**src/smp_pkg.sv**
```systemverilog
`timescale 1ns / 1ps
// ----------------------------------------------------------------------------
// smp_pkg: shared types and codes of the stack machine
// Word type, instruction and status codes, cell load selects.
// ----------------------------------------------------------------------------
package smp_pkg;

  localparam int WORD_W    = 32;
  localparam int DEPTH_DEF = 32;
  localparam int MODE_W    = 3;
  localparam int STAT_W    = 3;

  typedef logic signed [WORD_W-1:0] word_t;
  typedef logic [MODE_W-1:0]        mode_t;
  typedef logic [STAT_W-1:0]        stat_t;
  typedef logic [1:0]               cell_sel_t;

  // Instructions
  localparam mode_t MODE_PUSH  = 3'd0;
  localparam mode_t MODE_PRINT = 3'd1;
  localparam mode_t MODE_PEEK  = 3'd2;
  localparam mode_t MODE_POP   = 3'd3;
  localparam mode_t MODE_SWAP  = 3'd4;

  // Result status
  localparam stat_t STAT_OK         = 3'd0;
  localparam stat_t STAT_PEEK_EMPTY = 3'd1;
  localparam stat_t STAT_POP_EMPTY  = 3'd2;
  localparam stat_t STAT_SWAP_SHORT = 3'd3;
  localparam stat_t STAT_PUSH_FULL  = 3'd4;

  // Cell load selects
  localparam cell_sel_t SEL_HOLD  = 2'd0;
  localparam cell_sel_t SEL_ABOVE = 2'd1;
  localparam cell_sel_t SEL_BELOW = 2'd2;
  localparam cell_sel_t SEL_TOP   = 2'd3;

endpackage

```
**src/smp_cell.sv**
```systemverilog
`timescale 1ns / 1ps
// ----------------------------------------------------------------------------
// smp_cell: one stack entry
// Holds one word; loads from its upper or lower neighbor or from the top.
// ----------------------------------------------------------------------------
module smp_cell (
  input  logic              clk,
  input  smp_pkg::cell_sel_t sel,
  input  smp_pkg::word_t    from_above,
  input  smp_pkg::word_t    from_below,
  input  smp_pkg::word_t    top_in,
  output smp_pkg::word_t    q
);
  import smp_pkg::*;

  word_t q_r;
  word_t q_nxt;

  always_comb begin
    case (sel)
      SEL_ABOVE: q_nxt = from_above;
      SEL_BELOW: q_nxt = from_below;
      SEL_TOP:   q_nxt = top_in;
      default:   q_nxt = q_r;
    endcase
  end

  // entry data needs no reset
  always_ff @(posedge clk) begin
    q_r <= q_nxt;
  end

  assign q = q_r;

endmodule

```
**src/stack_machine_ops_top.sv**
```systemverilog
`timescale 1ns / 1ps
// ----------------------------------------------------------------------------
// stack_machine_ops_top: bounded LIFO stack executing stack instructions
// Row of entry cells with the top in cell 0, plus the instruction sequencer.
// ----------------------------------------------------------------------------
// Usage:
//   Drive in_mode / in_push_value with start high; the request is taken at a
//   rising edge where start is high and busy is low.
//   Push, pop, peek, swap and unused codes: one result, strobed on out_valid
//   in the cycle right after the request. busy stays low, so a new request
//   can follow every cycle (one instruction per clock).
//   Print all with N entries: N results in consecutive cycles, top entry
//   first, the bottom entry marked by out_last. busy is high during the
//   cycles in which results 1 to N-1 are shown, so the instruction holds
//   the block until its last result, rotating the ring through the cells.
//   Print all on an empty stack gives one result without a value.
//   Failed instructions report out_status and leave the stack unchanged.
//   Each result is valid for exactly one cycle; the receiver cannot stall.
//   Synchronous reset (rst_n low) empties the stack and drops any print in
//   progress; entry contents are not cleared and are never read unwritten.
// ----------------------------------------------------------------------------
module stack_machine_ops_top #(
  parameter int DEPTH = smp_pkg::DEPTH_DEF
) (
  input  logic           clk,
  input  logic           rst_n,
  input  logic           start,
  output logic           busy,
  input  smp_pkg::mode_t in_mode,
  input  smp_pkg::word_t in_push_value,
  output logic           out_valid,
  output smp_pkg::word_t out_value,
  output logic           out_has_value,
  output smp_pkg::stat_t out_status,
  output logic           out_last
);
  import smp_pkg::*;

  localparam int CNT_W = $clog2(DEPTH + 1);

  // sequencer states
  localparam logic S_IDLE  = 1'b0;
  localparam logic S_PRINT = 1'b1;

  // whole-row operations
  localparam logic [2:0] OP_HOLD = 3'd0;
  localparam logic [2:0] OP_PUSH = 3'd1;
  localparam logic [2:0] OP_POP  = 3'd2;
  localparam logic [2:0] OP_SWAP = 3'd3;
  localparam logic [2:0] OP_ROT  = 3'd4;

  logic             state_r, state_nxt;
  logic [CNT_W-1:0] fill_r, fill_nxt;
  logic [CNT_W-1:0] rem_r, rem_nxt;
  logic             valid_r, valid_nxt;
  word_t            value_r, value_nxt;
  logic             has_r, has_nxt;
  stat_t            stat_r, stat_nxt;
  logic             last_r, last_nxt;
  logic [2:0]       op;
  logic             accept;

  word_t     cell_q   [DEPTH];
  cell_sel_t cell_sel [DEPTH];

  assign busy   = (state_r == S_PRINT);
  assign accept = start && !busy;

  // Sequencer: decode the request, pick the row operation, build the result.
  always_comb begin
    state_nxt = state_r;
    fill_nxt  = fill_r;
    rem_nxt   = rem_r;
    valid_nxt = 1'b0;
    value_nxt = '0;
    has_nxt   = 1'b0;
    stat_nxt  = STAT_OK;
    last_nxt  = 1'b1;
    op        = OP_HOLD;
    if (state_r == S_PRINT) begin
      // emit the current top, rotate the next entry up
      valid_nxt = 1'b1;
      value_nxt = cell_q[0];
      has_nxt   = 1'b1;
      op        = OP_ROT;
      rem_nxt   = rem_r - CNT_W'(1);
      last_nxt  = (rem_r == CNT_W'(1));
      if (rem_r == CNT_W'(1)) begin
        state_nxt = S_IDLE;
      end
    end else if (accept) begin
      valid_nxt = 1'b1;
      unique case (in_mode)
        MODE_PUSH: begin
          if (fill_r == CNT_W'(DEPTH)) begin
            stat_nxt = STAT_PUSH_FULL;
          end else begin
            op       = OP_PUSH;
            fill_nxt = fill_r + CNT_W'(1);
          end
        end
        MODE_PRINT: begin
          if (fill_r != '0) begin
            value_nxt = cell_q[0];
            has_nxt   = 1'b1;
            op        = OP_ROT;
            last_nxt  = (fill_r == CNT_W'(1));
            if (fill_r != CNT_W'(1)) begin
              state_nxt = S_PRINT;
              rem_nxt   = fill_r - CNT_W'(1);
            end
          end
        end
        MODE_PEEK: begin
          if (fill_r == '0) begin
            stat_nxt = STAT_PEEK_EMPTY;
          end else begin
            value_nxt = cell_q[0];
            has_nxt   = 1'b1;
          end
        end
        MODE_POP: begin
          if (fill_r == '0) begin
            stat_nxt = STAT_POP_EMPTY;
          end else begin
            op       = OP_POP;
            fill_nxt = fill_r - CNT_W'(1);
          end
        end
        MODE_SWAP: begin
          if (fill_r < CNT_W'(2)) begin
            stat_nxt = STAT_SWAP_SHORT;
          end else begin
            op = OP_SWAP;
          end
        end
        default: begin
          // unused codes: plain ok result, no effect
        end
      endcase
    end
  end

  // Cell row: cell 0 is the top of the stack.
  for (genvar i = 0; i < DEPTH; i++) begin : g_cell
    word_t above;
    word_t below;
    logic  wrap;

    if (i == 0) begin : g_first
      assign above = in_push_value;
    end else begin : g_inner_a
      assign above = cell_q[i-1];
    end
    if (i == DEPTH - 1) begin : g_last
      assign below = '0;
    end else begin : g_inner_b
      assign below = cell_q[i+1];
    end

    // bottom entry of the ring takes the old top while printing
    assign wrap = (fill_r == CNT_W'(i + 1));

    always_comb begin
      case (op)
        OP_PUSH: cell_sel[i] = SEL_ABOVE;
        OP_POP:  cell_sel[i] = SEL_BELOW;
        OP_ROT:  cell_sel[i] = wrap ? SEL_TOP : SEL_BELOW;
        OP_SWAP: begin
          if (i == 0) begin
            cell_sel[i] = SEL_BELOW;
          end else if (i == 1) begin
            cell_sel[i] = SEL_ABOVE;
          end else begin
            cell_sel[i] = SEL_HOLD;
          end
        end
        default: cell_sel[i] = SEL_HOLD;
      endcase
    end

    smp_cell u_cell (
      .clk        (clk),
      .sel        (cell_sel[i]),
      .from_above (above),
      .from_below (below),
      .top_in     (cell_q[0]),
      .q          (cell_q[i])
    );
  end

  // Control state
  always_ff @(posedge clk) begin
    if (!rst_n) begin
      state_r <= S_IDLE;
      fill_r  <= '0;
      rem_r   <= '0;
      valid_r <= 1'b0;
    end else begin
      state_r <= state_nxt;
      fill_r  <= fill_nxt;
      rem_r   <= rem_nxt;
      valid_r <= valid_nxt;
    end
  end

  // Result payload, qualified by valid_r
  always_ff @(posedge clk) begin
    value_r <= value_nxt;
    has_r   <= has_nxt;
    stat_r  <= stat_nxt;
    last_r  <= last_nxt;
  end

  assign out_valid     = valid_r;
  assign out_value     = value_r;
  assign out_has_value = has_r;
  assign out_status    = stat_r;
  assign out_last      = last_r;

endmodule

```
**config.mk**
```make
export PLATFORM = sky130hd
export DESIGN_NAME = stack_machine_ops_top
export DESIGN_NICKNAME = d
export VERILOG_FILES = /design/src/smp_pkg.sv /design/src/smp_cell.sv /design/src/stack_machine_ops_top.sv
export SDC_FILE = /design/constraint.sdc
export NUM_CORES = 2
export LEC_CHECK = 0
export ABC_CLOCK_PERIOD_IN_PS = 3300
export BUFFER_PORTS_ARGS = -buffer_cell sky130_fd_sc_hd__buf_2
export CAP_MARGIN = 40
export CORE_MARGIN = 2
export CORE_UTILIZATION = 55
export DETAILED_ROUTE_END_ITERATION = 8
export PLACE_DENSITY_LB_ADDON = 0.25
export SLEW_MARGIN = 5
export SYNTH_ARGS = -nofsm -noshare
export SYNTH_HDL_FRONTEND = slang
export SYNTH_HIERARCHICAL = 1
export SYNTH_SLANG_ARGS = --single-unit
```
**constraint.sdc**
```tcl
create_clock -name clk -period 3.3 [get_ports clk]
set_input_delay 0.165 -clock clk [delete_from_list [all_inputs] [get_ports clk]]
set_output_delay 0.165 -clock clk [all_outputs]
set_load 0.05 [all_outputs]
```
After elaboration in Yosys (flattened, before gate mapping)
Index checks and enable logic that the tools add are counted.

Input port bits: 38. Flip-flop bits (word level): 1075. Word-level logic and storage cells: 370. Output and inout bits: 39.

Reduce and logical (&&, ||, !) cells: 48. Equality and inequality tests: 139. Bitwise gates (word level): 2. Mux-type cells: 137. $add $sub $neg: 3. Magnitude comparators: 1.

Operator list (count): one-hot mux 32 bit (3 select lines) (30); one-hot mux 2 bit (3 select lines) (32); one-hot mux 32 bit (2 select lines) (3); 2-to-1 mux 32 bit (4); == test 2 bit, second input constant (63); == test 6 x 5 -> 1 bit, second input constant (16); nonzero test 3 bit (30); == test 2 x 1 -> 1 bit, second input constant (32); 2-to-1 mux 1 bit (49); == test 6 x 4 -> 1 bit, second input constant (8); 2-to-1 mux 6 bit (7); == test 6 x 3 -> 1 bit, second input constant (4); one-hot mux 3 bit (4 select lines) (2); nonzero test 2 bit (7); == test 3 x 2 -> 1 bit, second input constant (4); == test 6 x 1 -> 1 bit, second input constant (2); == test 6 x 2 -> 1 bit, second input constant (2); 2-to-1 mux 3 bit (4); one-hot mux 6 bit (2 select lines) (1); subtractor 6 x 1 -> 6 bit, second input constant (2); 2-to-1 mux 2 bit (4); OR reduction 2 bit (4); adder 6 x 1 -> 6 bit, second input constant (1); == test 3 x 1 -> 1 bit, second input constant (2); other kinds (14) (17).

Depth between registers and ports, before layout
Word-level depth: 11. Depth in mapped cells: 11. Depth with buffers taken out: 8.

By module
Netlist, hierarchy kept.

By module, submodules not included: smp_cell (sequential area each 960.9 um^2, times used 32, cells an instance 140, area an instance 1672.9 um^2); stack_machine_ops_top (sequential area each 1021.0 um^2, times used 1, cells an instance 283, area an instance 2511.2 um^2).

Worst setup path after synthesis
No wires, ideal clock.

Path kind: register to register. From: register fill_r[0]. To: register g_cell[10].u_cell.q_r[0] (enable). Setup time: 0.375 ns. Period minus slack after synthesis: 3.388 ns. Slack: -0.088 ns. Arrival: 3.014 ns. Stages on the path, launching flop included: 8. Buffers on the path: 2. Required time: 2.925 ns. Cell sequence: dfxtp_1 -> clkbuf_1 -> inv_1 -> ha_1 -> a211o_1 -> nand2_1 -> buf_4 -> or2_2.

Cells in the longest elaborated chain, start to end: 9. Elaborated cells on any way between the ends: 21. Those cells by class: order compare (1); eq/ne (8); mux (9); reduce/logical (3).

Ends and longest elaborated chain: start: declaration (line stack_machine_ops_top.sv:53) `logic [CNT_W-1:0] fill_r, fill_nxt;`; start signal: assignment (line stack_machine_ops_top.sv:201) `fill_r <= fill_nxt;`; less-than comparator 6 x 2 -> 1 bit (tied with other cells) (line stack_machine_ops_top.sv:131) `if (fill_r < CNT_W'(2)) begin`; 2-to-1 mux 2 bit (tied with other cells) (line stack_machine_ops_top.sv:131); one-hot mux 3 bit (4 select lines) (line stack_machine_ops_top.sv:93) `unique case (in_mode)`; 2-to-1 mux 3 bit (line stack_machine_ops_top.sv:91) `end else if (accept) begin`; 2-to-1 mux 3 bit (line stack_machine_ops_top.sv:80) `if (state_r == S_PRINT) begin`; == test 3 bit (tied with other cells) (line stack_machine_ops_top.sv:165) `case (op)`; one-hot mux 2 bit (3 select lines) * (line stack_machine_ops_top.sv:165); == test 2 x 1 -> 1 bit or == test 2 bit (tied branches) (line smp_cell.sv:20) `case (sel)`; nonzero test 3 bit (no source line) *; end signal: assignment (line smp_cell.sv:30) `q_r <= q_nxt;`; end: declaration (line smp_cell.sv:16) `word_t q_r;`.

Mark *: on every way between the ends. The rest lies on a longest branch, timed or not. A chain may end at the register's enable or synchronous reset.

Worst setup path in the final report
From: register fill_r[2]. To: register g_cell[11].u_cell.q_r[25] (enable).

Cells in the longest elaborated chain, start to end: 9. Elaborated cells on any way between the ends: 21. Those cells by class: order compare (1); eq/ne (8); mux (9); reduce/logical (3).

Ends and longest elaborated chain (line): less-than comparator 6 x 2 -> 1 bit (tied with other cells) (stack_machine_ops_top.sv:131); 2-to-1 mux 2 bit (tied with other cells) (stack_machine_ops_top.sv:131); one-hot mux 3 bit (4 select lines) (stack_machine_ops_top.sv:93); 2-to-1 mux 3 bit (stack_machine_ops_top.sv:91); 2-to-1 mux 3 bit (stack_machine_ops_top.sv:80); == test 3 bit (tied with other cells) (stack_machine_ops_top.sv:165); one-hot mux 2 bit (3 select lines) * (stack_machine_ops_top.sv:165); == test 2 x 1 -> 1 bit or == test 2 bit (tied branches) (smp_cell.sv:20); nonzero test 3 bit (no source line) *; end signal: assignment (smp_cell.sv:30); end: declaration (smp_cell.sv:16).

Marked as above.

==> reports/results.txt <==
outcome: finished clean
DRT Wirelength: 149,000 um
grt ovf: 0
Final Non-Filler Cells: 6,296
clk_lat worst skew: 710 ps
min cycle time layout: 3110 ps
TritonRoute pass-1 iters: 6
CTS tree: built
Hold Path End: g_cell[0].u_cell/q[17]
final worst path period share: 94.3%
routability congestion estimate from global placement: 0.870
initial core utilization: 55.2%
CP cell instances: nor4_4, nand2_1, a21oi_1, nand2_8, buf_12, or2_2
H-tree depth: 3
Reg2Reg Launch Point: fill_r[2]
DRC viols: 0
Total GRT Usage: 28.0%
vias in the first global route: 38,400
WHS Path Cells: 4
reg2reg end: g_cell[11].u_cell/q[25]
final antenna-violating net count: 0
clock skew: 18.7 ps
Die Y-Extent: 323 um
post-synthesis cell type count: 61
Die X: 323 um
Post-synth EDFFs: 1,024
number of CTS-inserted buffers: 112
syn avg cell area: 11.8 um2
Clock Path Buffers: 3
Reg clk slew, reported paths: 60 ps
initial detailed-routing violation count: 4,237
count of input and output buffers: 76
most common cell after layout, fill and taps aside: nor2_1
dpl cells: 6,050
# rows: 117
Lkg Pwr: 19.6 nW
first-pass GRT wire length: 223,000 um
layout cell share with drive strength beyond 1: 9.98%
Yosys top cell by area: edfxtp_1
Max-Cap Viols: 0
Peak Freq: 321 MHz
Worst Max-Slew Pin Slew: 924 ps
post-synth top area share: 54.9%
largest net degree at the start of global routing: 118
relative slew slack: 38.4%
cells after synthesis: 4,763
area grow syn2layout: 8.54%
WP data required: 3610 ps
Hold Vio Cnt, Final: 0
initial antenna violation count: 3
hold crit path type: in -> reg
CTS root buf: clkbuf_16
critical path class: reg -> reg
ys flop type: edfxtp_1
PwrDens: 510 mW/mm2
total negative setup slack: 0 ps
startpoint types: register
unrepaired setup endpoints after global routing: false
IO Pins: 77
Final WS setup: 187 ps
Worst path max stage delay: 640 ps
routed vias/inst: 6.08
fin util: 60.0%
Place WS: 227 ps
Seq/Total Area, Yosys: 56.7%
worst hold margin: 321 ps
clk sinks: 1,075
Critical-path top delay cell: or2_2
Vias: 38,300
final layout net count: 4,879
final setup fails: 0
Worst Path Arrival: 3420 ps
total power: 31.0 mW
FF+latch count, synth: 1,075
Design Area, Final: 0.0608 mm2
r2r setup slk: 190 ps
die area: 0.104 mm2
mapped cell area: 0.0560 mm2
ANT cells: 0
asr flop ratio synth: 0%
Final Max Slew Viols: 0
Worst Reg-to-Reg Cells: 6
CORE AREA: 0.101 mm2
crit-path max FO: 39
Ys Warns: 6
Hold Startpoint: in_push_value[17]
drt wl/cell: 23.7 um
most frequent cells in the layout: nor2_1 (1,044), a21oi_1 (1,032), mux2i_1 (1,027)
CP Capture Type: register
maximum VDD drop: 388 uV
DP Area: 0.0569 mm2
Detail Placement HPWL: 97,300 um
largest cells by area after synthesis: edfxtp_1 (55%), mux2i_1 (18%), a21oi_1 (9.2%)
-- how the worst max path moves through the flow --
stage	endpoint	slack, ps	startpoint	depth (start not counted)
after detailed placement	g_cell[18].u_cell/q[5]	230	fill_r[2]	6
after global placement	g_cell[30].u_cell/q[3]	330	fill_r[2]	6
after CTS	g_cell[11].u_cell/q[25]	210	fill_r[2]	6
after global routing	g_cell[11].u_cell/q[25]	40	fill_r[2]	6
after floorplan	g_cell[19].u_cell/q[0]	210	fill_r[0]	10
final	g_cell[11].u_cell/q[25]	190	fill_r[2]	6
-- cells by family after synthesis --
group	Yosys count	share of synthesized area, %
AO/OA/AOI/OAI	1103	10.2
flip-flops	1075	56.7
buffers and inverters	382	6.23
AND/OR/NAND/NOR	1163	8.31
other	1	0.00669
multiplexers	1027	18.3
XOR/XNOR	5	0.0781
adder cells (fa/ha/maj)	7	0.156
-- flip-flops by register name (all words and copies together), names as in the netlist --
name,count
rem_r,6
busy,1
out_status,3
out_valid,1
out_value,32
out_last,1
fill_r,6
g_cell.u_cell/q,1024
out_has_value,1
-- report_power, final --
part / internal (mW) / leakage, nW / switching [mW] / total (mW)
registers: 15.6 / 9.75 / 0.349 / 16.0
clock network: 6.96 / 1.73 / 5.40 / 12.4
logic: 0.913 / 8.12 / 1.77 / 2.68
-- final cells by class --
type / instances / area (um2)
fill: 8351 / 40600
multi-input combinational: 3337 / 21200
clock buffer: 152 / 3070
inverter: 10 / 37.5
timing repair buffer: 298 / 2590
sequential: 1075 / 31800
tap: 1368 / 1710
clock inverter: 56 / 454
-- critical path: cells and delay by family, from the launching register on --
family          cells  cell delay (ps)
simple gates        4             1490
flops               1              470
compound gates      1              460
buf+inv             1              240
-- repair_timing --
action                                 in CTS  in global routing
endpoints found under the hold margin      52                  0
resized for setup                           0                  0
hold buffers                               38                  0
buffers inserted                            0                  0
-- per-layer routing --
metal  wire length (um)  vias to the layer above  GRT usage, %
met5                  0                        -             0
met4               4450                        0          8.49
met3               9760                      281          4.04
met2              75800                     1326          49.1
met1              59200                    19100          35.8
li1                   -                    17600             -
-- synthesized netlist by cell type, types with 3 or more instances --
master,count
a211oi_1,5
a21o_1,13
a21oi_1,1032
buf_12,96
buf_2,103
buf_4,32
buf_6,33
clkbuf_1,107
dfxtp_1,51
edfxtp_1,1024
ha_1,7
inv_1,9
mux2i_1,1027
nand2_1,16
nand2b_1,6
nand3_1,3
nand4_1,3
nor2_1,1044
nor2b_1,34
nor3_1,6
nor3b_1,3
o211a_1,3
o211ai_1,3
o21ai_1,17
o31ai_1,6
or2_2,34
xnor2_1,4
Note: power is estimated with default switching activity, not from simulation.
